## src/sm3c_pkg.sv

```systemverilog
// Shared types, constants and rotate/permutation functions for the SM3 compression unit.
package sm3c_pkg;

    localparam logic [1:0] KIND_LOAD   = 2'd0;
    localparam logic [1:0] KIND_ABSORB = 2'd1;
    localparam logic [1:0] KIND_READ   = 2'd2;

    localparam logic [31:0] T_LOW  = 32'h79CC4519;
    localparam logic [31:0] T_HIGH = 32'h7A879D8A;

    localparam logic [31:0] SM3_IV [8] = '{
        32'h7380166F, 32'h4914B2B9, 32'h172442D7, 32'hDA8A0600,
        32'hA96F30BC, 32'h163138AA, 32'hE38DEE4D, 32'hB0FB0E4E
    };

    localparam logic [5:0] LAST_ROUND = 6'd63;

    typedef struct packed {
        logic [1:0]  kind;
        logic [31:0] word;
        logic [2:0]  word_index;
    } in_word_t;

    typedef struct packed {
        logic [31:0] digest_word;
        logic [2:0]  digest_position;
        logic        last;
    } out_word_t;

    typedef enum logic [1:0] {
        ST_IDLE,
        ST_ROUND,
        ST_READ
    } state_t;

    typedef struct packed {
        logic       load_cv;
        logic       absorb;
        logic       start;
        logic       round_en;
        logic       last_round;
        logic [5:0] round_idx;
        logic       emit;
        logic [2:0] emit_pos;
    } dp_cmd_t;

    function automatic logic [31:0] rol32(input logic [31:0] x, input logic [4:0] amt);
        rol32 = (x << amt) | (x >> (6'd32 - {1'b0, amt}));
    endfunction

    function automatic logic [31:0] perm0(input logic [31:0] x);
        perm0 = x ^ rol32(x, 5'd9) ^ rol32(x, 5'd17);
    endfunction

    function automatic logic [31:0] perm1(input logic [31:0] x);
        perm1 = x ^ rol32(x, 5'd15) ^ rol32(x, 5'd23);
    endfunction

endpackage

```

## src/sm3c_datapath.sv

```systemverilog
// Chaining value, message window with expansion, round logic and output register.
module sm3c_datapath (
    input  logic                clk,
    input  logic                rst_n,
    input  sm3c_pkg::dp_cmd_t   cmd,
    input  sm3c_pkg::in_word_t  in_data,
    output sm3c_pkg::out_word_t out_data
);
    import sm3c_pkg::*;

    logic [31:0] cv_reg   [8];
    logic [31:0] cv_next  [8];
    logic [31:0] win_reg  [16];
    logic [31:0] win_next [16];
    logic [31:0] work_reg [8];
    logic [31:0] work_next[8];
    logic [31:0] rnd_out  [8];
    out_word_t   out_reg;
    out_word_t   out_next;

    logic [31:0] tj;
    logic [31:0] a12;
    logic [31:0] ss1;
    logic [31:0] ss2;
    logic [31:0] ff;
    logic [31:0] gg;
    logic [31:0] tt1;
    logic [31:0] tt2;
    logic [31:0] w_new;
    logic        early;

    // one SM3 round plus one step of message expansion
    always_comb
    begin
        early = (cmd.round_idx[5:4] == 2'b00);
        tj    = early ? T_LOW : T_HIGH;
        a12   = rol32(work_reg[0], 5'd12);
        ss1   = rol32(a12 + work_reg[4] + rol32(tj, cmd.round_idx[4:0]), 5'd7);
        ss2   = ss1 ^ a12;
        if (early)
        begin
            ff = work_reg[0] ^ work_reg[1] ^ work_reg[2];
            gg = work_reg[4] ^ work_reg[5] ^ work_reg[6];
        end
        else
        begin
            ff = (work_reg[0] & work_reg[1]) | (work_reg[0] & work_reg[2])
                 | (work_reg[1] & work_reg[2]);
            gg = (work_reg[4] & work_reg[5]) | (~work_reg[4] & work_reg[6]);
        end
        tt1 = ff + work_reg[3] + ss2 + (win_reg[0] ^ win_reg[4]);
        tt2 = gg + work_reg[7] + ss1 + win_reg[0];
        rnd_out[0] = tt1;
        rnd_out[1] = work_reg[0];
        rnd_out[2] = rol32(work_reg[1], 5'd9);
        rnd_out[3] = work_reg[2];
        rnd_out[4] = perm0(tt2);
        rnd_out[5] = work_reg[4];
        rnd_out[6] = rol32(work_reg[5], 5'd19);
        rnd_out[7] = work_reg[6];
        w_new = perm1(win_reg[0] ^ win_reg[7] ^ rol32(win_reg[13], 5'd15))
                ^ rol32(win_reg[3], 5'd7) ^ win_reg[10];
    end

    always_comb
    begin
        for (int i = 0; i < 16; i++)
        begin
            win_next[i] = win_reg[i];
        end
        // slide the window: newest word enters at the top
        if (cmd.absorb || cmd.round_en)
        begin
            for (int i = 0; i < 15; i++)
            begin
                win_next[i] = win_reg[i + 1];
            end
            win_next[15] = cmd.absorb ? in_data.word : w_new;
        end
    end

    always_comb
    begin
        for (int i = 0; i < 8; i++)
        begin
            work_next[i] = work_reg[i];
            cv_next[i]   = cv_reg[i];
            if (cmd.start)
            begin
                work_next[i] = cv_reg[i];
            end
            else if (cmd.round_en)
            begin
                work_next[i] = rnd_out[i];
            end
            if (cmd.round_en && cmd.last_round)
            begin
                cv_next[i] = cv_reg[i] ^ rnd_out[i];
            end
        end
        if (cmd.load_cv)
        begin
            cv_next[in_data.word_index] = in_data.word;
        end
    end

    always_comb
    begin
        out_next = out_reg;
        if (cmd.emit)
        begin
            out_next.digest_word     = cv_reg[cmd.emit_pos];
            out_next.digest_position = cmd.emit_pos;
            out_next.last            = &cmd.emit_pos;
        end
    end

    always_ff @(posedge clk or negedge rst_n)
    begin
        if (!rst_n)
        begin
            for (int i = 0; i < 8; i++)
            begin
                cv_reg[i] <= SM3_IV[i];
            end
        end
        else
        begin
            for (int i = 0; i < 8; i++)
            begin
                cv_reg[i] <= cv_next[i];
            end
        end
    end

    always_ff @(posedge clk)
    begin
        for (int i = 0; i < 16; i++)
        begin
            win_reg[i] <= win_next[i];
        end
        for (int i = 0; i < 8; i++)
        begin
            work_reg[i] <= work_next[i];
        end
        out_reg <= out_next;
    end

    assign out_data = out_reg;

endmodule

```

## src/sm3c_ctrl.sv

```systemverilog
// Controller: input handshake, word count, round sequencing and digest read-out.
module sm3c_ctrl (
    input  logic               clk,
    input  logic               rst_n,
    input  logic               in_valid,
    output logic               in_ready,
    input  logic [1:0]         in_kind,
    output logic               out_valid,
    input  logic               out_ready,
    output sm3c_pkg::dp_cmd_t  cmd
);
    import sm3c_pkg::*;

    state_t     state_reg;
    state_t     state_next;
    logic [3:0] count_reg;
    logic [3:0] count_next;
    logic [5:0] round_reg;
    logic [5:0] round_next;
    logic [2:0] pos_reg;
    logic [2:0] pos_next;
    logic       out_valid_reg;
    logic       out_valid_next;
    logic       accept;
    logic       slot_free;

    assign in_ready  = (state_reg == ST_IDLE);
    assign accept    = in_valid && in_ready;
    assign slot_free = !out_valid_reg || out_ready;
    assign out_valid = out_valid_reg;

    always_comb
    begin
        state_next = state_reg;
        unique case (state_reg)
            ST_IDLE:
            begin
                if (accept && in_kind == KIND_ABSORB && (&count_reg))
                begin
                    state_next = ST_ROUND;
                end
                else if (accept && in_kind == KIND_READ)
                begin
                    state_next = ST_READ;
                end
            end
            ST_ROUND:
            begin
                if (round_reg == LAST_ROUND)
                begin
                    state_next = ST_IDLE;
                end
            end
            ST_READ:
            begin
                if (slot_free && (&pos_reg))
                begin
                    state_next = ST_IDLE;
                end
            end
            default:
            begin
                state_next = ST_IDLE;
            end
        endcase
    end

    always_comb
    begin
        cmd            = '0;
        cmd.round_idx  = round_reg;
        cmd.emit_pos   = pos_reg;
        count_next     = count_reg;
        round_next     = round_reg;
        pos_next       = pos_reg;
        out_valid_next = out_valid_reg && !out_ready;
        unique case (state_reg)
            ST_IDLE:
            begin
                if (accept && in_kind == KIND_LOAD)
                begin
                    cmd.load_cv = 1'b1;
                end
                if (accept && in_kind == KIND_ABSORB)
                begin
                    cmd.absorb = 1'b1;
                    cmd.start  = &count_reg;
                    count_next = count_reg + 4'd1;
                end
                round_next = '0;
                pos_next   = '0;
            end
            ST_ROUND:
            begin
                cmd.round_en   = 1'b1;
                cmd.last_round = (round_reg == LAST_ROUND);
                round_next     = round_reg + 6'd1;
            end
            ST_READ:
            begin
                if (slot_free)
                begin
                    cmd.emit       = 1'b1;
                    out_valid_next = 1'b1;
                    pos_next       = pos_reg + 3'd1;
                end
            end
            default:
            begin
                round_next = '0;
            end
        endcase
    end

    always_ff @(posedge clk or negedge rst_n)
    begin
        if (!rst_n)
        begin
            state_reg     <= ST_IDLE;
            count_reg     <= '0;
            round_reg     <= '0;
            pos_reg       <= '0;
            out_valid_reg <= 1'b0;
        end
        else
        begin
            state_reg     <= state_next;
            count_reg     <= count_next;
            round_reg     <= round_next;
            pos_reg       <= pos_next;
            out_valid_reg <= out_valid_next;
        end
    end

`ifndef SYNTH
    a_busy_no_ready: assert property (@(posedge clk) disable iff (!rst_n)
        (state_reg == ST_ROUND) |-> !in_ready)
        else $error("input ready during compression");

    a_block_starts: assert property (@(posedge clk) disable iff (!rst_n)
        (accept && in_kind == KIND_ABSORB && (&count_reg))
        |=> (state_reg == ST_ROUND && round_reg == 6'd0 && count_reg == 4'd0))
        else $error("sixteenth word did not start rounds");

    a_rounds_end: assert property (@(posedge clk) disable iff (!rst_n)
        (state_reg == ST_ROUND && round_reg == LAST_ROUND) |=> (state_reg == ST_IDLE))
        else $error("compression did not end after last round");

    a_read_end: assert property (@(posedge clk) disable iff (!rst_n)
        (cmd.emit && (&pos_reg)) |=> (state_reg == ST_IDLE && out_valid_reg))
        else $error("digest read-out did not finish on eighth word");
`endif

endmodule

```

## src/sm3_compression_unit.sv

```systemverilog
// Top level of the SM3 compression unit: controller plus datapath.
// The sixteenth absorbed word starts 64 rounds (one round per cycle) during which no input is
// taken. A digest read emits eight words, one per cycle while out_ready is high; the first
// word is registered in the output once the controller has entered its read state and the
// output slot is free, and input resumes after the eighth.
// Reset is asynchronous: the chaining value returns to the SM3 IV, the word count to zero.
module sm3_compression_unit (
    input  logic                clk,
    input  logic                rst_n,
    input  logic                in_valid,
    output logic                in_ready,
    input  sm3c_pkg::in_word_t  in_data,
    output logic                out_valid,
    input  logic                out_ready,
    output sm3c_pkg::out_word_t out_data
);
    import sm3c_pkg::*;

    dp_cmd_t cmd;

    sm3c_ctrl u_ctrl (
        .clk       (clk),
        .rst_n     (rst_n),
        .in_valid  (in_valid),
        .in_ready  (in_ready),
        .in_kind   (in_data.kind),
        .out_valid (out_valid),
        .out_ready (out_ready),
        .cmd       (cmd)
    );

    sm3c_datapath u_datapath (
        .clk      (clk),
        .rst_n    (rst_n),
        .cmd      (cmd),
        .in_data  (in_data),
        .out_data (out_data)
    );

endmodule

```

## config.mk

```make
export PLATFORM = sky130hd
export DESIGN_NAME = sm3_compression_unit
export DESIGN_NICKNAME = d
export VERILOG_FILES = /design/src/sm3c_pkg.sv /design/src/sm3c_datapath.sv /design/src/sm3c_ctrl.sv /design/src/sm3_compression_unit.sv
export SDC_FILE = /design/constraint.sdc
export NUM_CORES = 2
export LEC_CHECK = 0
export BUFFER_PORTS_ARGS = -buffer_cell sky130_fd_sc_hd__buf_2
export CORE_MARGIN = 2
export CORE_UTILIZATION = 52
export DETAILED_ROUTE_END_ITERATION = 8
export PLACE_DENSITY = 0.79
export SETUP_SLACK_MARGIN = 0.05
export SLEW_MARGIN = 10
export SYNTH_ARGS = -nofsm -noshare
export SYNTH_HDL_FRONTEND = slang
export SYNTH_SLANG_ARGS = --single-unit
```

## constraint.sdc

```tcl
create_clock -name clk -period 39.6 [get_ports clk]
set_input_delay 3.96 -clock clk [delete_from_list [all_inputs] [get_ports clk]]
set_output_delay 3.96 -clock clk [all_outputs]
set_load 0.01 [all_outputs]
```

# ---- Yosys cells after proc, flatten, opt, wreduce, memory -nomap -nowiden
# Memories as Yosys holds them, arrays and structs flattened.
# Cells that the tools add are included.
dict set report totals {
  regBits 308
  ram_bits 768
  input_bits 41
  output_inout_bits 38
  word_cells 162
  n_memories 2
}
dict set report classes {
  n_addsub 12
  n_lt_le_gt_ge 3
  n_eq_ne 9
  shift 2
  muxes 52
  n_bitwise 44
  n_reduce_logical 22
}
# name words word_bits read_ports rd_ports_with_merged_regs wr line_no
set mem_list {}
lappend mem_list {u_datapath.win_reg 16 32 16 0 16 sm3c_datapath.sv:13} ;# logic [31:0] win_reg [16];
lappend mem_list {u_datapath.work_reg 8 32 8 0 8 sm3c_datapath.sv:15} ;# logic [31:0] work_reg [8];
# operator count
set ops {}
lappend ops {{$mux W32} 30}
lappend ops {{$xor A32 B32 Y32} 22}
lappend ops {{$mux W512} 1}
lappend ops {{$add A32 B32 Y32} 8}
lappend ops {{$bwmux W256} 1}
lappend ops {{$mux W256} 1}
lappend ops {{$and A32 B32 Y32} 5}
lappend ops {{$or A32 B32 Y32} 4}
lappend ops {{$bmux W32 S3} 1}
lappend ops {{$demux W32 S3} 1}
lappend ops {{$or A32 B15 Y32} 2}
lappend ops {{$or A32 B7 Y32} 2}
lappend ops {{$or A32 B9 Y32} 2}
lappend ops {{$not A32 Y32} 1}
lappend ops {{$or A32 B12 Y32} 1}
lappend ops {{$or A32 B17 Y32} 1}
lappend ops {{$or A32 B19 Y32} 1}
lappend ops {{$or A32 B23 Y32} 1}
lappend ops {{$shl A32 B5 Y32} 1}
lappend ops {{$shr A32 B6 Y32} 1}
lappend ops {{$mux W26} 1}
lappend ops {{$mux W2} 6}
lappend ops {{$pmux W6 S2} 1}
lappend ops {{$logic_and A1 B1 Y1} 9}
lappend ops {{23 further kinds} 40}

# ---- Logic depth before layout (Yosys ltp)
dict set report depth {
  depth_word 15
  ltp_mapped 46
  ltp_nobuf 43
}

# ---- Cells and area by module
# A second synthesis with hierarchy kept.
dict set report hier_totals {
  hier_cells 4961
  hier_area_um2 58622.5
}
# module n_inst cells_per_inst area_each_um2 seq_area_each_um2
set modules_own_cells {}
lappend modules_own_cells {sm3c_datapath 1 4881 57791.7 30698.2}
lappend modules_own_cells {sm3c_ctrl 1 80 830.8 400.4}

# ---- Least setup slack after synthesis
# Ideal clock, no wire load.
dict set report synth_timing {
  path_type {input-to-reg}
  start {in in_data[36] (netlist name)}
  end {mem u_datapath.win_reg[0][0], enable pin}
  setup_time_ns 0.970
  t_arrival_ns 16.980
  required_time_ns 38.630
  setup_slack_ns 21.649
  stages 5
  path_buffers 2
  cell_sequence {nor3_1 and3_1 clkbuf_1 clkbuf_1 nand2b_1}
}
# item line_no
set synth_rtl {}
lappend synth_rtl {{start: declaration} sm3_compression_unit.sv:12} ;# input sm3c_pkg::in_word_t in_data,
lappend synth_rtl {{end: declaration} sm3c_datapath.sv:13}

==> impl_metrics.ini <==
[die]
dieArea_sq_mm = 0.1159
initial_core_util_pct = 52.40
die_h_microns = 340.5
fp.coreArea_sq_mm = 0.1123
rows = 123
die_w_microns = 340.5
ioPinCount = 79

[worst_setup_path]
cp_max_fo = 53
arrival_ps = 12050
reg2reg_slack_ps = 28200
critPathSlowestCell = o211ai_1
critPathKind = reg2reg
reg2regPathDepth = 40
crit_path_start_kind = flip-flop
cp_slowest_stage_delay_ps = 550
regToRegStartpoint = u_ctrl.round_reg[0]
critPathCaptureType = flip-flop
worstReg2RegEnd = u_datapath.cv_reg[104]
crit_required_ps = 40260

[detailed_routing]
ant_nets = 0
drt-total-wl_microns = 203600
first_iter_violations = 5888
routedWlPerCell_microns = 29.57
vias = 41750
vias_per_cell = 6.063
drtPass1Iterations = 6
route.detailed.drc = 0

[grt]
antenna_found_initial = 12
grt_pass1_wl_microns = 286600
grt_start_max_net_pins = 221
grt_pass1_vias = 39370
overflow = 0
grt_use_total_pct = 34.87

[final_layout]
multiInputGateArea_sq_mm = 0.02563
regArea_sq_mm = 0.03111
finalNonFillerCells = 6886
nFillCells = 9125
areaGrowthSynthToFinish_pct = 9.273
drive_above_1_share_pct = 10.89
num-nets-final = 5621
largest_register_ffs = 512

[sta]
skew_ps = 61.94
slew_headroom_pct = 16.78
min_period_ps = 11400
fmax_mhz = 87.75
hold_viol = 0
setup_viol = 0
fin_crit_sh_pct = 28.78
drv_slew = 0
rsz0062_at_grt = no
worst_pin_slew_ps = 1244
final.setup.tns_ps = 0

[clock_network]
cts_hold_buf = 0
clk_latency_ps = 770
cts_tree = done
ctsRootBufferMaster = clkbuf_16
clk_pin_slew_ps = 70
cts_buffers = 110
cts_setup_buffers = 0
clkSinkCount = 1076
clk_path_buf_depth = 3
htree_levels = 3
ctsResizeCount = 0

[hold_path]
hold_class = reg2reg
hold_path_depth = 0
min-delay-start = u_datapath.win_reg[1][26]
holdPathEnd = u_datapath.win_reg[0][26]

[yosys]
synth_common_cells = nand2_1 (1116), edfxtp_1 (804), o21ai_0 (385)
synth_nets = 5645
avgSynthCellArea_sq_um = 11.08
synthCells = 5313
syn_area_sq_mm = 0.05887
yosys_warnings = 0
synth-seq-area-share_pct = 52.82
synth_ff_type = edfxtp_1
synth_seq_cells = 1076
synth.area.top_cells = edfxtp_1 (41%), nand2_1 (7.1%), dfrtp_1 (6.5%)
synth_area_leader_cell = edfxtp_1
synthDistinctLibCells = 88
async_flop_share_pct = 25.28
synth_top_area_share_pct = 41.01
synth.most_common_cell = nand2_1
synth_edf_count = 804

[status]
outcome = completed

[placed_design]
place_hpwl_microns = 146600
placed_cells = 6677
port_buffers = 78
place_congestion = 1.040

[power]
irDropWorstVdd_mv = 0.04045
power_per_cell_area_mw_per_mm2 = 48.92
leakage_nw = 23.65

[run]
maxCapViolCount = 0
==> stage by stage <==
| stage | setup slack (ps) | power, W | util, % | area (sq um) | hold WS, ps |
|---|---|---|---|---|---|
| finish | 28200 | 0.003147 | 57.26 | 64330 | 411.2 |
| global route | 27640 | 0.003232 | 57.26 | 64320 | 417.6 |
| CTS | 28470 | 0.003140 | 57.25 | 64320 | 410.0 |
| detailed placement | 28500 | 0.002085 | 54.01 | 60680 | 404.5 |
| global placement | 28700 | 0.002068 | 54.01 | 60680 | 400.2 |
| floorplan | 21650 | 0.001850 | - | 58870 | 400.3 |
==> worst max-delay path by stage <==
stage                        startpoint                       end  cells past startpoint
floorplan                   in_data[36]  u_datapath.win_reg[0][0]                      5
global route        u_ctrl.round_reg[0]    u_datapath.cv_reg[104]                     42
CTS                 u_ctrl.round_reg[0]    u_datapath.cv_reg[104]                     37
detailed placement  u_ctrl.round_reg[0]    u_datapath.cv_reg[104]                     39
finish              u_ctrl.round_reg[0]    u_datapath.cv_reg[104]                     40
global placement    u_ctrl.round_reg[0]    u_datapath.cv_reg[104]                     37
==> power by group <==
group / total (W) / switching (W) / internal (W)
sequential: 0.00150 / 0.000124 / 0.00137
clock: 0.00106 / 0.000467 / 0.000595
combinational: 0.000589 / 0.000342 / 0.000247
==> worst max-delay path: cells and delay by family, from the launching register on <==
| family | cells | cell delay, ps |
|---|---|---|
| compound gates | 19 | 4780 |
| xor+xnor | 4 | 1090 |
| fa+ha+maj | 6 | 2760 |
| buf+inv | 6 | 1440 |
| flops | 1 | 320 |
| mux | 1 | 240 |
| simple gates | 4 | 670 |
==> layout make-up <==
class,instances,area share (%)
clock buffer,149,4.615
clock inverter,56,1.050
sequential,1076,48.36
tap,1500,2.917
inverter,324,1.894
timing repair buffer,132,1.311
multi-input combinational,3645,39.84
antenna,4,0.01556
==> logic make-up (layout without fill, tap and decap cells) <==
group / count (synthesis) / count (layout) / share of synthesized area [%]
buf+inv: 592 / 661 / 3.783
other cells: 0 / 4 / 0
mux: 163 / 163 / 4.255
xor+xnor: 695 / 695 / 10.73
simple gates: 1599 / 1599 / 10.85
compound gates: 895 / 895 / 8.947
flops: 1076 / 1076 / 52.82
fa+ha+maj: 293 / 293 / 8.616
==> layout by cell type, fill, tap and decap left out, drive strengths merged, types with 7 or more instances in the layout <==
| master | count |
|---|---|
| nand3 | 24 |
| a22o | 9 |
| and2 | 13 |
| a22oi | 9 |
| ha | 103 |
| o21ai | 400 |
| a21o | 42 |
| nand2b | 27 |
| fa | 188 |
| o21bai | 11 |
| mux4 | 64 |
| nand2 | 1116 |
| a211oi | 17 |
| o22ai | 11 |
| o211ai | 14 |
| nor2b | 19 |
| clkinv | 40 |
| a221oi | 9 |
| xnor3 | 15 |
| nand4 | 7 |
| mux2 | 58 |
| buf | 132 |
| dfrtp | 153 |
| inv | 326 |
| a21oi | 241 |
| edfxtp | 804 |
| dfstp | 119 |
| a31oi | 31 |
| a31o | 14 |
| o21a | 14 |
| clkbuf | 149 |
| bufinv | 10 |
| and3 | 20 |
| xnor2 | 354 |
| nor2 | 318 |
| xor2 | 325 |
| o31ai | 12 |
| nor3 | 30 |
| mux2i | 41 |
==> routing by layer <==
metal  part of all wire, %  global-route usage, %  vias to the layer above  wire (microns)
li1                      -                      -                    17980               -
met1                    38                  45.45                    20700           76440
met2                    43                  50.88                     2518           88020
met3                    10                  8.473                      545           20950
met4                   8.9                  25.76                        8           18170
met5                 0.026                      0                        -              52
Note: power is estimated with default switching activity, not from simulation.
